--- src/wio_pkg.sv ---
package wio_pkg;

  localparam int TABLE_DEPTH = 1024;
  localparam int ADDR_W      = $clog2(TABLE_DEPTH);
  localparam int LEN_W       = ADDR_W + 1;
  localparam int SAMPLE_BITS = 16;
  localparam int TIME_W      = 48;
  localparam int STEP_W      = 32;
  localparam int FRAC_W      = 16;
  localparam int WIDX_W      = 10;
  localparam int TIDX_W      = 10;
  localparam int CFG_IDX_W   = 1;
  localparam int CFG_DATA_W  = 32;

  localparam logic MODE_SAMPLE = 1'b0;
  localparam logic MODE_WRITE  = 1'b1;

  typedef enum logic [CFG_IDX_W-1:0] {
    CFG_PHASE_STEP   = 1'b0,
    CFG_TABLE_LENGTH = 1'b1
  } cfg_reg_t;

  // Item at the table stage: read pair for samples, write target for writes.
  typedef struct packed {
    logic                   valid;
    logic                   mode;
    logic [ADDR_W-1:0]      idx;
    logic [ADDR_W-1:0]      nxt;
    logic [FRAC_W-1:0]      frac;
    logic [SAMPLE_BITS-1:0] wval;
  } addr_stage_t;

  typedef struct packed {
    logic [SAMPLE_BITS-1:0] sample;
    logic [TIDX_W-1:0]      table_index;
  } out_item_t;

  typedef struct packed {
    logic we;
    logic re;
  } ram_ctl_t;

endpackage

--- src/wio_out_fifo.sv ---
module wio_out_fifo (
  input  logic               clk,
  input  logic               rst,
  input  logic               push,
  input  wio_pkg::out_item_t push_item,
  output logic               full,
  output logic               valid,
  input  logic               ready,
  output wio_pkg::out_item_t item
);

  wio_pkg::out_item_t slots [2];
  logic       wptr;
  logic       rptr;
  logic [1:0] cnt;
  logic       pop;

  assign pop   = valid && ready;
  assign valid = (cnt != 2'd0);
  assign full  = (cnt == 2'd2);
  assign item  = slots[rptr];

  always_ff @(posedge clk) begin
    if (rst) begin
      wptr <= 1'b0;
      rptr <= 1'b0;
      cnt  <= 2'd0;
    end else begin
      if (push) begin
        wptr <= ~wptr;
      end
      if (pop) begin
        rptr <= ~rptr;
      end
      cnt <= cnt + 2'(push) - 2'(pop);
    end
  end

  always_ff @(posedge clk) begin
    if (push) begin
      slots[wptr] <= push_item;
    end
  end

endmodule

--- config.mk ---
export PLATFORM = sky130hd
export DESIGN_NAME = wio_out_fifo
export DESIGN_NICKNAME = d
export VERILOG_FILES = /design/src/wio_pkg.sv /design/src/wio_out_fifo.sv
export SDC_FILE = /design/constraint.sdc
export NUM_CORES = 1
export LEC_CHECK = 0
export BUFFER_PORTS_ARGS = -buffer_cell sky130_fd_sc_hd__buf_2
export CAP_MARGIN = 15
export CORE_UTILIZATION = 51
export CTS_CLUSTER_DIAMETER = 80
export DETAILED_ROUTE_END_ITERATION = 10
export GPL_TIMING_DRIVEN = 0
export HOLD_SLACK_MARGIN = 0.12
export PLACE_DENSITY = 0.78
export SETUP_SLACK_MARGIN = 0.05
export SLEW_MARGIN = 20
export SYNTH_ARGS = -nofsm -noshare
export SYNTH_HDL_FRONTEND = slang
export SYNTH_SLANG_ARGS = --single-unit
--- constraint.sdc ---
create_clock -name clk -period 2.4 [get_ports clk]
set_input_delay 0.12 -clock clk [delete_from_list [all_inputs] [get_ports clk]]
set_output_delay 0.12 -clock clk [all_outputs]
set_load 0.1 [all_outputs]
==> impl_results.md <==
* Routed Antenna Nets at 0
* Worst R2R Start: cnt[1]
* Setup slack after layout at 696 ps
* Row count at 23
* Final net count at 232
* Netlist Area Pre-Place at 2210 um^2
* Post-Route WL at 3.87 mm
* CTS resizes at 0
* GRT Total Usage at 19.2%
* Critical Path RT at 2280 ps
* Clock power share at 25.4%
* Io pins at 58
* DPL Wire Length at 2.27 mm
* Postcts setup bufs at 0
* Mean routed wirelength per cell at 15.2 um
* Slowest cell on crit path: dfxtp_1
* Worst slew pin tran at 758 ps
* Met2 Track Usage GR at 34.8%
* ANT cells at 0
* CP delay by family, top: buffers and inverters
* Clk root buf: clkbuf_8
* Layout area overhead at 37.9%
* Min Tclk post-route at 1700 ps
* Hold WC Path Type: primary input to flop
* Via count at 1,243
* Die area at 4590 um^2
* R2R depth at 6
* Slew margin rel. at 49.3%
* Fill cell count at 268
* Fmax at 587 MHz
* CTS Buf Count at 9
* Total leakage power at 1.24 nW
* Final Skew at 8.29 ps
* Final Cycle Share at 71.0%
* Internal at 2.13 mW
* RSZ-0062 raised after global routing: false
* Initial Util at 54.0%
* Synth Register Bits at 57
* Drt via density at 4.89
* # setup viols final at 0
* DR pass1 iterations at 4
* Initial DRC count at 93
* Die Y at 67.8 um
* Netlist cell types at 16
* Clock sink count at 57
* Vias in the first global route at 1,358
* Setup Crit Path Kind: flop to output pin
* CP most frequent cell: buf_6
* Syn_nets at 136
* H-Tree Depth at 3
* Cell depth of the worst min-delay path at 3
* YS warnings at 0
* Clock-pin slew on the worst setup and hold paths at 60 ps
* First-pass GRT wire length at 5.99 mm
* CP arrival at 1580 ps
* Later-pin clock latency in the skew report at 330 ps
* GRT met3 Usage at 4.73%
* Die X at 67.8 um
* Total grt overflow at 0
* Combinational power share at 40.8%
* Ranking of synthesized cells by area: edfxtp_1 71%, mux2_4 14%, dfxtp_1 4.5%
* Biggest cell delay along the critical path at 320 ps
* Final instance area at 3040 um^2
* Crit path buf inv count at 3
* Antenna violations before repair at 0
* DRC at 0
* Crit path capture type: output pin
* Worst-path fanout max at 10
* Busiest grt layer: met2
* Register area share after synthesis at 75.3%
* Endpoint of the worst hold path: cnt[0]
* Post-CTS Hold Buffers at 28
* Final Hold Vio Count at 0
* Status: finished clean
* Critical path, cell by cell: buf_6 > buf_6 > mux2_4 > buf_2
* Gpl congestion at 0.599
* Hold wc startpoint: push
* Register-to-register setup slack at 960 ps
* Startpoint Class: flop
* Max Cap Violations at 0
* Pin count of the biggest net entering global routing at 27
* Peak supply drop at 1.18 mV
* Power density over cell area at 1180 nW/um^2
* Syn avg cell area at 21.2 um^2
* Sw power at 1.46 mW
* Area share of the largest cell type after synthesis at 70.7%
* TritonCTS clock tree: built
* Synth area leader: edfxtp_1
* Dpl ws at 607 ps
* Final Max Tran Viols at 0
* Post-DP Area at 2560 um^2
* Layout cells sized above 1 at 49.0%
* Register share of total power at 33.8%
* R2R Path End: cnt[1]
* Core area at 4090 um^2
* Net Sw Frac at 40.7%
* IO Port Bufs at 57
* Longest Clk Path Bufs at 2
* Met1 GRT Util at 20.1%
* Gate count of the mapped netlist at 104
metrics by stage:
step                      hold WS (ps)  util, %  cells  setup TNS (ps)  total power, mW
final                              187     74.5    254               0             3.59
after global routing               205     74.5    254               0             3.72
after CTS                          179     74.4    254               0             3.60
after detailed placement           312     62.7    211               0             2.67
after global placement             307     62.5    211            -882             2.63
after floorplan                    192        -    104               0             2.48
layout make-up:
cell class / count / area [um^2] / area share [%]
buffer: 3 / 33.8 / 1.11
inverter: 2 / 7.51 / 0.247
clock inverter: 5 / 71.3 / 2.34
timing repair buffer: 85 / 566 / 18.6
clock buffer: 10 / 128 / 4.19
sequential: 57 / 1660 / 54.6
multi-input combinational: 42 / 513 / 16.9
tap: 50 / 62.6 / 2.06
per-layer routing:
| layer | part of all wire [%] | up-vias |
|---|---|---|
| met5 | 0 | - |
| met4 | 1.5 | 0 |
| li1 | - | 590 |
| met2 | 55 | 49 |
| met1 | 38 | 596 |
| met3 | 5.3 | 8 |
worst max path at each step:
stage | start | endpoint | slack, ps | cells after the start
finish | flop | item[10] | 700 | 4
global route | flop | item[13] | 640 | 4
CTS | wptr | slots[1][0] | 610 | 1
detailed placement | wptr | slots[1][7] | 610 | 1
global placement | wptr | slots[0][6] | -30 | 1
floorplan | wptr | slots[0][0] | 480 | 1
state kept, by name, summed over array words and instances (netlist names), named ones only:
signal and flops:
wptr 1, rptr 1, slots 52, cnt 2
cell usage after synthesis:
| cell type | n |
|---|---|
| xnor2_1 | 1 |
| mux2_1 | 2 |
| edfxtp_1 | 52 |
| o21a_1 | 1 |
| xnor3_1 | 1 |
| buf_6 | 3 |
| mux2_2 | 6 |
| nor2b_1 | 3 |
| nor2_1 | 3 |
| inv_1 | 2 |
| and2_1 | 1 |
| and2b_1 | 1 |
| or2_2 | 1 |
| ha_1 | 2 |
| mux2_4 | 20 |
| dfxtp_1 | 5 |
kinds of logic (layout without fill, tap and decap cells):
| logic type | Yosys count | after routing | synth area share, % |
|---|---|---|---|
| xor gates and xnor gates | 2 | 2 | 1.42 |
| adders and majority gates | 2 | 2 | 1.13 |
| muxes | 28 | 28 | 17.7 |
| and+or+nand+nor | 9 | 9 | 2.27 |
| AOI/OAI and AO/OA | 1 | 1 | 0.340 |
| DFF | 57 | 57 | 75.3 |
| buffers and inverters | 5 | 105 | 1.87 |
power by group through the flow:
stage,Sequential (mW),Combinational (mW),Clock [mW]
2_1_floorplan,1.22,1.26,0
3_3_place_gp,1.23,1.41,0
3_5_place_dp,1.23,1.43,0
4_1_cts,1.21,1.47,0.920
5_1_grt,1.22,1.52,0.976
6_report,1.21,1.46,0.912
worst reg2reg max path: stages (launching register included):
cell and delay (ps):
dfxtp_1 340, o21a_1 230, ha_1 280, inv_1 70, ha_1 150, xnor3_1 210, nor2_1 100
cell usage in the layout (no fill, tap or decap), drive strengths merged:
master / instances
dlygate4sd3: 28
xnor3: 1
buf: 60
mux2: 28
nor2: 3
edfxtp: 52
dfxtp: 5
o21a: 1
and2b: 1
and2: 1
nor2b: 3
clkinv: 3
or2: 1
ha: 2
clkbuf: 10
xnor2: 1
inv: 2
bufinv: 2
(Power assumes the default switching activity.)
