===== config.mk =====
export PLATFORM = sky130hd
export DESIGN_NAME = wio_addr_gen
export DESIGN_NICKNAME = d
export VERILOG_FILES = /design/src/wio_pkg.sv /design/src/wio_addr_gen.sv
export SDC_FILE = /design/constraint.sdc
export NUM_CORES = 2
export LEC_CHECK = 0
export BUFFER_PORTS_ARGS = -buffer_cell sky130_fd_sc_hd__buf_2
export CAP_MARGIN = 20
export CORE_MARGIN = 2
export CORE_UTILIZATION = 59
export CTS_BUF_LIST = sky130_fd_sc_hd__clkbuf_16
export CTS_CLUSTER_SIZE = 16
export DETAILED_ROUTE_END_ITERATION = 12
export GPL_TIMING_DRIVEN = 0
export PLACE_DENSITY = 0.89
export SYNTH_ARGS = -nofsm -noshare
export SYNTH_HDL_FRONTEND = slang
export SYNTH_SLANG_ARGS = --single-unit

===== constraint.sdc =====
create_clock -name clk -period 10.6 [get_ports clk]
set_clock_uncertainty 0.15 [all_clocks]
set_input_delay 3.18 -clock clk [delete_from_list [all_inputs] [get_ports clk]]
set_output_delay 3.18 -clock clk [all_outputs]
set_load 0.01 [all_outputs]

===== src/wio_pkg.sv =====
package wio_pkg;

  localparam int TABLE_DEPTH = 1024;
  localparam int ADDR_W      = $clog2(TABLE_DEPTH);
  localparam int LEN_W       = ADDR_W + 1;
  localparam int SAMPLE_BITS = 16;
  localparam int TIME_W      = 48;
  localparam int STEP_W      = 32;
  localparam int FRAC_W      = 16;
  localparam int WIDX_W      = 10;
  localparam int TIDX_W      = 10;
  localparam int CFG_IDX_W   = 1;
  localparam int CFG_DATA_W  = 32;

  localparam logic MODE_SAMPLE = 1'b0;
  localparam logic MODE_WRITE  = 1'b1;

  typedef enum logic [CFG_IDX_W-1:0] {
    CFG_PHASE_STEP   = 1'b0,
    CFG_TABLE_LENGTH = 1'b1
  } cfg_reg_t;

  // Item at the table stage: read pair for samples, write target for writes.
  typedef struct packed {
    logic                   valid;
    logic                   mode;
    logic [ADDR_W-1:0]      idx;
    logic [ADDR_W-1:0]      nxt;
    logic [FRAC_W-1:0]      frac;
    logic [SAMPLE_BITS-1:0] wval;
  } addr_stage_t;

  typedef struct packed {
    logic [SAMPLE_BITS-1:0] sample;
    logic [TIDX_W-1:0]      table_index;
  } out_item_t;

  typedef struct packed {
    logic we;
    logic re;
  } ram_ctl_t;

endpackage


===== src/wio_addr_gen.sv =====
module wio_addr_gen (
  input  logic                            clk,
  input  logic                            rst,
  input  logic                            adv,
  input  logic                            accept,
  input  logic                            mode,
  input  logic [wio_pkg::TIME_W-1:0]      time_req,
  input  logic [wio_pkg::WIDX_W-1:0]      write_index,
  input  logic [wio_pkg::SAMPLE_BITS-1:0] write_value,
  input  logic [wio_pkg::STEP_W-1:0]      phase_step,
  input  logic [wio_pkg::LEN_W-1:0]       len,
  output wio_pkg::addr_stage_t            stage
);

  localparam int SW = wio_pkg::STEP_W;
  localparam int AW = wio_pkg::ADDR_W;
  localparam int LW = wio_pkg::LEN_W;

  // Phase stage registers
  logic                            valid0;
  logic                            mode0;
  logic [SW-1:0]                   phase0;
  logic [wio_pkg::WIDX_W-1:0]      widx0;
  logic [wio_pkg::SAMPLE_BITS-1:0] wval0;

  logic [2*SW-1:0] time_prod;
  logic [SW+LW-1:0] scaled;
  logic [AW-1:0]    idx;
  logic [LW-1:0]    idx_inc;
  logic             widx_ok;

  // Only the low 32 bits of time matter: the higher bits shift out of the fraction.
  assign time_prod = time_req[SW-1:0] * phase_step;
  assign scaled    = phase0 * len;
  assign idx       = scaled[SW+AW-1:SW];
  assign idx_inc   = {1'b0, idx} + LW'(1);
  assign widx_ok   = 32'(widx0) < 32'(wio_pkg::TABLE_DEPTH);

  always_ff @(posedge clk) begin
    if (rst) begin
      valid0      <= 1'b0;
      stage.valid <= 1'b0;
    end else if (adv) begin
      valid0      <= accept;
      stage.valid <= valid0 && ((mode0 == wio_pkg::MODE_SAMPLE) || widx_ok);
    end

    if (adv) begin
      mode0  <= mode;
      phase0 <= time_prod[SW-1:0];
      widx0  <= write_index;
      wval0  <= write_value;

      stage.mode <= mode0;
      stage.frac <= scaled[SW-1:SW-wio_pkg::FRAC_W];
      stage.wval <= wval0;
      if (mode0 == wio_pkg::MODE_WRITE) begin
        stage.idx <= AW'(widx0);
      end else begin
        stage.idx <= idx;
      end
      // wrap the second point to entry 0 past the last entry in use
      stage.nxt <= (idx_inc == len) ? '0 : idx_inc[AW-1:0];
    end
  end

endmodule


==> results_dict.tcl <==
set metrics [dict create \
    syn-cell-area_um2 30090 \
    rows 82 \
    antenna_left 0 \
    yosysTopAreaCellShare_pct 44.92 \
    violations "setup timing" \
    fin_nets 4362 \
    routedWlPerCell_um 22.74 \
    drt_iter0_drc 2607 \
    synth_top_area_cell "fa_1" \
    overflow 0 \
    synth_edf_count 112 \
    synth.most_common_cell "inv_1" \
    clock_sinks 114 \
    cts-root-buf "clkbuf_16" \
    drive_gt1_share_pct 9.766 \
    path_depth 27 \
    design.die.area_um2 52810 \
    die_h_um 229.8 \
    cp.required_ns 10.63 \
    grt_pass1_vias 25720 \
    fin_ws_ns -0.04165 \
    drt-vias-per-instance 5.909 \
    cpMostUsedCell "fa_1" \
    clock_latency_ns 0.44 \
    cp_top_family "adder cells" \
    period_minus_slack_ns 10.64 \
    port_buffers 140 \
    cp_max_fo 10 \
    worst_setup_path_end_kind "flop" \
    status "finished, violations left" \
    synth_common_cells "720 x inv_1, 675 x fa_1, 586 x nand2_1" \
    htreeDepth 4 \
    criticalPathCategory "input pin to flop" \
    cts_tree "done" \
    syn-mean-instance-area_um2 9.384 \
    placed_area_um2 31670 \
    area_delta_synth_final_pct 9.328 \
    cts-buffers-inserted 17 \
    cts_hold_buffers 0 \
    holdCritStartpoint "wval0[14]$_DFFE_PP_" \
    gp_congestion 1.028 \
    cp_slowest_cell "fa_1" \
    synth_cells 3206 \
    place_ws_ns -1.420 \
    grt_antenna_before_repair 4 \
    grt_pass1_wl_mm 139.0 \
    slew_headroom_pct 35.27 \
    postSynth.asyncResetShare_pct 0 \
    hold_violations 0 \
    max_freq_ghz 0.09397 \
    dieWidth_um 229.8 \
    hp-class "flop to flop" \
    track_usage_pct 34.47 \
    stdcell_area_um2 32890 \
    hpwl_mm 70.83 \
    synth_area_leaders "fa_1 45%, edfxtp_1 11%, inv_1 9.0%" \
    clkSlewWorstSetupHoldPaths_ns 0.07 \
    hold_path_depth 0 \
    initial_core_util_pct 59.84 \
    ys_seq_area_share_pct 11.31 \
    vias 23950 \
    grt_start_max_net_pins 80 \
    yosysWarnings 0 \
    r2r-start "phase0[20]$_DFFE_PP_" \
    drv_cap 0 \
    ys_seq_elements 114 \
    synth.distinct_cells 67 \
    fin_util_pct 65.43 \
    worstSetupStartpointType "input pin" \
    reg2regPathDepth 24 \
    firstDrtPassIters 6 \
    ios 176 \
    core_area_um2 50270 \
    crit_buf_inv 5 \
    startpoint "time_req[7]" \
    wl_mm 92.16 \
    timing.final.crit_share_pct 100.4 \
    clockBufferDepth 2 \
    max_stage_delay_ns 0.54 \
    ys.flop_type "edfxtp_1" \
    setup_viol 1 \
    syn_nets 4202 \
    crit_arrival_ns 10.67 \
    drv_slew 0 \
    drc 0 \
    worst_slew_pin_slew_ns 0.9709 \
]
[state kept, by name (all words and copies together) (netlist names)]
name    cells
stage      54
mode0       1
widx0      10
valid0      1
wval0      16
phase0     32
[worst reg2reg max path: stages (launching register included)]
cell	delay, ns
edfxtp_1	0.47
clkbuf_1	0.49
nand2_1	0.16
fa_1	0.52
fa_1	0.52
inv_1	0.06
fa_1	0.55
fa_1	0.43
fa_1	0.46
ha_1	0.37
and3_1	0.25
a311oi_1	0.29
o211ai_1	0.12
buf_4	0.18
o21a_1	0.26
a21bo_2	0.29
a311oi_4	0.36
xor2_2	0.20
or4_1	0.54
buf_4	0.20
nor4b_4	0.27
nor4_2	0.08
a2111oi_4	0.39
buf_6	0.19
a21oi_1	0.08
[layout make-up]
| class | count | area (µm²) |
|---|---|---|
| fillers | 3699 | 17380 |
| plain buffers | 151 | 875.8 |
| inverters | 720 | 2706 |
| flip-flops and latches | 114 | 3403 |
| clock buffers | 17 | 425.4 |
| well taps | 672 | 840.8 |
| diodes | 2 | 5.005 |
| multi-input cells | 2206 | 23600 |
| repair buffers | 156 | 868.3 |
| clock inverters | 15 | 162.7 |
[path summary, 6_finish.rpt]
path | end | slack, ns
max reg2reg | stage[37]$_SDFFCE_PN0P_ | 2.48
max | phase0[30]$_DFFE_PP_ | -0.04
min | stage[14]$_DFFE_PP_ | 0.27
min reg2reg | stage[14]$_DFFE_PP_ | 0.27
[placed cells by master, fill, tap and decap left out, types with 30 or more instances in the layout]
cell type and count:
buf_4 30, a21oi_1 51, buf_2 148, clkbuf_1 65, fa_1 674, xor2_1 32
edfxtp_1 112, ha_1 196, nor2_1 38, and2_1 334, xnor2_1 91, inv_1 719
nand2_1 586
[logic make-up after synthesis]
| group | synth area share (%) |
|---|---|
| adders and majority gates | 53.19 |
| buffers and inverters | 11.07 |
| muxes | 0.2537 |
| and+or+nand+nor | 16.23 |
| xor gates and xnor gates | 4.051 |
| DFF | 11.31 |
| AOI/OAI and AO/OA | 3.897 |
[repair_timing]
action | 4_1_cts | 5_1_grt
pin swaps | 6 | 17
gates cloned | 0 | 0
resized for setup | 99 | 194
setup buffers | 7 | 8
endpoints found under the setup margin | 21 | 15
[metrics by stage]
stage / hold slack [ns] / setup TNS, ns / instances
CTS: 0.2703 / 0 / 4048
finish: 0.2717 / -0.04165 / 4053
floorplan: 0.2503 / 0 / 3206
global route: 0.2820 / -1.517 / 4051
detailed placement: 0.2545 / -22.13 / 4019
global placement: 0.2505 / -20.89 / 4018
[metal layers]
metal	global-route usage [%]	part of all wire, %	vias to the layer above
met5	0	0.044	-
li1	-	-	9728
met2	56.73	46	1794
met4	24.01	9.4	6
met1	40.74	33	11830
met3	7.106	12	590
Power is not shown: default switching activity piles up to over one toggle a cycle in this logic, so the estimate is an artifact.
