`src/wio_pkg.sv`:
```
package wio_pkg;

  localparam int TABLE_DEPTH = 1024;
  localparam int ADDR_W      = $clog2(TABLE_DEPTH);
  localparam int LEN_W       = ADDR_W + 1;
  localparam int SAMPLE_BITS = 16;
  localparam int TIME_W      = 48;
  localparam int STEP_W      = 32;
  localparam int FRAC_W      = 16;
  localparam int WIDX_W      = 10;
  localparam int TIDX_W      = 10;
  localparam int CFG_IDX_W   = 1;
  localparam int CFG_DATA_W  = 32;

  localparam logic MODE_SAMPLE = 1'b0;
  localparam logic MODE_WRITE  = 1'b1;

  typedef enum logic [CFG_IDX_W-1:0] {
    CFG_PHASE_STEP   = 1'b0,
    CFG_TABLE_LENGTH = 1'b1
  } cfg_reg_t;

  // Item at the table stage: read pair for samples, write target for writes.
  typedef struct packed {
    logic                   valid;
    logic                   mode;
    logic [ADDR_W-1:0]      idx;
    logic [ADDR_W-1:0]      nxt;
    logic [FRAC_W-1:0]      frac;
    logic [SAMPLE_BITS-1:0] wval;
  } addr_stage_t;

  typedef struct packed {
    logic [SAMPLE_BITS-1:0] sample;
    logic [TIDX_W-1:0]      table_index;
  } out_item_t;

  typedef struct packed {
    logic we;
    logic re;
  } ram_ctl_t;

endpackage

```
`src/wio_interp.sv`:
```
module wio_interp (
  input  logic                            clk,
  input  logic                            rst,
  input  logic                            adv,
  input  wio_pkg::addr_stage_t            stage,
  input  logic [wio_pkg::SAMPLE_BITS-1:0] v1,
  input  logic [wio_pkg::SAMPLE_BITS-1:0] v2,
  output logic                            push,
  output wio_pkg::out_item_t              item
);

  localparam int SB = wio_pkg::SAMPLE_BITS;
  localparam int FW = wio_pkg::FRAC_W;
  localparam int PW = SB + 1 + FW + 1;

  logic                     valid2;
  logic [wio_pkg::ADDR_W-1:0] idx2;
  logic [FW-1:0]            frac2;

  logic                     valid3;
  logic [wio_pkg::ADDR_W-1:0] idx3;
  logic [SB-1:0]            v1_3;
  logic signed [PW-1:0]     prod3;

  logic signed [SB:0]   diff;
  logic signed [PW-1:0] prod;
  logic signed [PW-1:0] shifted;
  logic signed [SB+1:0] sum;

  assign diff    = $signed({v2[SB-1], v2}) - $signed({v1[SB-1], v1});
  assign prod    = diff * $signed({1'b0, frac2});
  // arithmetic shift floors toward minus infinity
  assign shifted = prod3 >>> FW;
  assign sum     = $signed({{2{v1_3[SB-1]}}, v1_3}) + shifted[SB+1:0];

  always_ff @(posedge clk) begin
    if (rst) begin
      valid2 <= 1'b0;
      valid3 <= 1'b0;
    end else if (adv) begin
      valid2 <= stage.valid && (stage.mode == wio_pkg::MODE_SAMPLE);
      valid3 <= valid2;
    end
  end

  always_ff @(posedge clk) begin
    if (adv) begin
      idx2  <= stage.idx;
      frac2 <= stage.frac;
      idx3  <= idx2;
      v1_3  <= v1;
      prod3 <= prod;
    end
  end

  assign push             = adv && valid3;
  assign item.sample      = sum[SB-1:0];
  assign item.table_index = wio_pkg::TIDX_W'(idx3);

endmodule

```
`config.mk`:
```
export PLATFORM = sky130hd
export DESIGN_NAME = wio_interp
export DESIGN_NICKNAME = d
export VERILOG_FILES = /design/src/wio_pkg.sv /design/src/wio_interp.sv
export SDC_FILE = /design/constraint.sdc
export NUM_CORES = 1
export LEC_CHECK = 0
export BUFFER_PORTS_ARGS = -buffer_cell sky130_fd_sc_hd__buf_2
export CAP_MARGIN = 20
export CORE_MARGIN = 5
export CORE_UTILIZATION = 64
export CTS_BUF_LIST = sky130_fd_sc_hd__clkbuf_2 sky130_fd_sc_hd__clkbuf_4 sky130_fd_sc_hd__clkbuf_8
export CTS_CLUSTER_SIZE = 8
export DETAILED_ROUTE_END_ITERATION = 12
export GPL_ROUTABILITY_DRIVEN = 0
export PLACE_DENSITY = 0.84
export RECOVER_POWER = 100
export REMOVE_ABC_BUFFERS = 1
export SETUP_SLACK_MARGIN = 0.5
export SYNTH_ARGS = -nofsm -noshare
export SYNTH_HDL_FRONTEND = slang
export SYNTH_SLANG_ARGS = --single-unit
```
`constraint.sdc`:
```
create_clock -name clk -period 9 [get_ports clk]
set_input_delay 0.9 -clock clk [delete_from_list [all_inputs] [get_ports clk]]
set_output_delay 0.9 -clock clk [all_outputs]
set_load 0.02 [all_outputs]
```
==> impl_metrics.env <==
export IMPL_slowest_delay_ns=0.53
export IMPL_grt_pass1_vias=11600
export IMPL_cp_top_family="adder cells"
export IMPL_worst_slew_pin_slew_ns=3.76
export IMPL_status="complete, but fails checks"
export IMPL_min_path_cells=0
export IMPL_overflow=0
export IMPL_violations="max-capacitance violations, max-slew violations"
export IMPL_cts_buffers=9
export IMPL_ioPinCount=116
export IMPL_syn_area_sq_um=14100
export IMPL_synth_edf_count=68
export IMPL_yosysUniqueCellTypes=57
export IMPL_hpwlAfterDp_microns=26600
export IMPL_grt_max_degree=73
export IMPL_coreArea_sq_um=21800
export IMPL_rows=54
export IMPL_clk_path_buf_depth=2
export IMPL_async_flop_share_pct=0
export IMPL_fin_crit_ns=8.49
export IMPL_ant_nets=0
export IMPL_start_util_pct=64.8
export IMPL_synth_ff_type="edfxtp_1"
export IMPL_worst_r2r_cell_count=24
export IMPL_setup_worst_path_start_class="input port"
export IMPL_via_count=10900
export IMPL_die_h_microns=158
export IMPL_critical_path_slowest_cell="fa_1"
export IMPL_setup_viol=0
export IMPL_drt_total_wl_microns=34100
export IMPL_synthTopCellsByArea="fa_1 (37%), edfxtp_1 (14%), ha_1 (10%), inv_1 (9.7%), nand2_1 (5.0%)"
export IMPL_fillers=1536
export IMPL_drive_gt1_share_pct=8.94
export IMPL_grt_first_pass_wirelength_microns=55900
export IMPL_hold_path_class="reg -> reg"
export IMPL_ys_seq_elements=70
export IMPL_worstPathArrival_ns=8.61
export IMPL_clk_pin_slew_worst_paths_ns=0.09
export IMPL_rsz0062_at_grt="yes"
export IMPL_post_route_period_util_pct=94.4
export IMPL_cp_end_kind="flip-flop"
export IMPL_antenna_found_initial=0
export IMPL_avgSynthCellArea_sq_um=9.29
export IMPL_yosys_warnings=0
export IMPL_drtPass1Iterations=6
export IMPL_critPathKind="in -> reg"
export IMPL_hold_viol=0
export IMPL_maxCapViolCount=1
export IMPL_synthCells=1518
export IMPL_drc=0
export IMPL_synth_area_leader_cell="fa_1"
export IMPL_avgViaCountPerCell=5.74
export IMPL_tns_ns=0
export IMPL_path_depth=32
export IMPL_crit_buf_inv=7
export IMPL_seq_area_frac_synth_pct=14.8
export IMPL_synthTopCellsByCount="inv_1 (363), fa_1 (260), nand2_1 (188)"
export IMPL_dieWidth_microns=158
export IMPL_worstPathRequired_ns=9.12
export IMPL_grt_total_usage_pct=27.9
export IMPL_cts_tree="yes"
export IMPL_fin_nets=2082
export IMPL_yosysMostFrequentCell="inv_1"
export IMPL_slew_viol_final=73
export IMPL_cp_max_fo=7
export IMPL_relSlewSlack_pct=-151
export IMPL_clock_sinks=70
export IMPL_clk_latency_ns=0.36
export IMPL_path_common_cell="fa_1"
export IMPL_cts_htree_levels=3
export IMPL_insertedDiodeCount=0
export IMPL_wl_per_cell_microns=17.9
export IMPL_drt_iter0_drc=909
export IMPL_port_buffers=89
export IMPL_die_area_sq_um=25100
export IMPL_syn_to_final_growth_pct=9.07
export IMPL_fmax_mhz=118
export IMPL_skew_ns=0.0156
export IMPL_cts_root_buf="clkbuf_8"
export IMPL_yosysTopAreaCellShare_pct=36.9
==> cells in the final DEF, fill, tap and decap left out, types with 3 or more instances in the layout <==
| master | instances |
|---|---|
| a2111oi_0 | 9 |
| a211oi_1 | 7 |
| a21o_1 | 6 |
| a21oi_1 | 31 |
| a311oi_1 | 11 |
| a31oi_1 | 5 |
| and2_1 | 103 |
| and3_1 | 7 |
| buf_2 | 51 |
| buf_4 | 53 |
| clkbuf_1 | 40 |
| clkbuf_8 | 9 |
| edfxtp_1 | 68 |
| fa_1 | 258 |
| ha_1 | 116 |
| inv_1 | 363 |
| inv_8 | 3 |
| nand2_1 | 188 |
| nand2b_1 | 15 |
| nand3_1 | 14 |
| nand4_1 | 9 |
| nor2_1 | 37 |
| nor2b_1 | 39 |
| nor3_1 | 11 |
| o211ai_1 | 18 |
| o21a_1 | 7 |
| o21ai_0 | 21 |
| or3_1 | 7 |
| xnor2_1 | 42 |
| xnor2_2 | 4 |
| xor2_1 | 15 |
==> metal layers <==
metal	global-route usage, %	wire [microns]	vias up
li1	-	-	4861
met1	34.9	12900	5449
met2	50.2	17300	492
met3	2.77	2410	111
met4	10.7	1450	0
met5	0	0	-
==> repair_timing <==
item	4_1_cts	5_1_grt
hold buffers	0	0
pin swaps	0	7
resized for setup	3	21
buffers inserted	0	8
setup endpoints to repair	2	7
==> layout make-up <==
class / count / area [sq um] / share of cell area, %
multi-input cells: 1027 / 10600 / 68.6
inverters: 363 / 1360 / 8.86
flip-flops and latches: 70 / 2080 / 13.5
clock buffers: 9 / 124 / 0.805
well taps: 280 / 350 / 2.28
clock inverters: 7 / 75.1 / 0.488
repair buffers: 146 / 843 / 5.48
==> sequential cells by signal, indices dropped and copies added, names as in the netlist <==
register  flops
prod3        16
idx2         10
idx3         10
v1_3         16
valid3        1
frac2        16
valid2        1
==> worst register-to-register path, cell delays in order, from the launching register on <==
cell and delay (ns):
edfxtp_1 0.72, nor2b_1 0.31, nand2_1 0.08, o21ai_0 0.08
a21oi_1 0.13, o211ai_1 0.16, fa_1 0.57, inv_1 0.05
fa_1 0.50, fa_1 0.51, inv_1 0.05, fa_1 0.49
fa_1 0.50, inv_1 0.05, fa_1 0.47, inv_1 0.05
ha_1 0.32, and3_4 0.22, nand3_1 0.13, a2bb2oi_2 0.16
o21ai_0 0.13, o221a_1 0.33, a21o_1 0.23, o41ai_4 0.32
xnor2_1 0.09
==> cells by family after synthesis <==
logic type,synth area share (%)
multiplexers,0.142
XOR/XNOR,4.20
flip-flops,14.8
buffers and inverters,11.3
adder cells (fa/ha/maj),47.2
AO/OA/AOI/OAI,6.98
AND/OR/NAND/NOR,15.5
==> path summary, 6_finish.rpt <==
kind                                          from                   to  slack (ns)
worst max register to register  frac2[2]$_DFFE_PP_  prod3[31]$_DFFE_PP_        2.09
worst max-delay path                         v1[0]  prod3[31]$_DFFE_PP_        0.51
worst min-delay path             idx2[9]$_DFFE_PP_    idx3[9]$_DFFE_PP_        0.43
worst min register to register   idx2[9]$_DFFE_PP_    idx3[9]$_DFFE_PP_        0.43
==> stage by stage <==
stage	setup slack (ns)	instances	area [sq um]	hold slack (ns)	utilization (%)
2_1_floorplan	0.523	1460	13900	0.400	-
3_3_place_gp	0.191	1877	15100	0.401	69.2
3_5_place_dp	0.0223	1878	15100	0.408	69.2
4_1_cts	0.610	1894	15300	0.431	70.2
5_1_grt	0.239	1902	15400	0.442	70.7
6_report	0.508	1902	15400	0.432	70.7
Power is left out: the tool's default activity adds up to more than one toggle a clock period on the data nets, which glitch-free logic cannot reach.
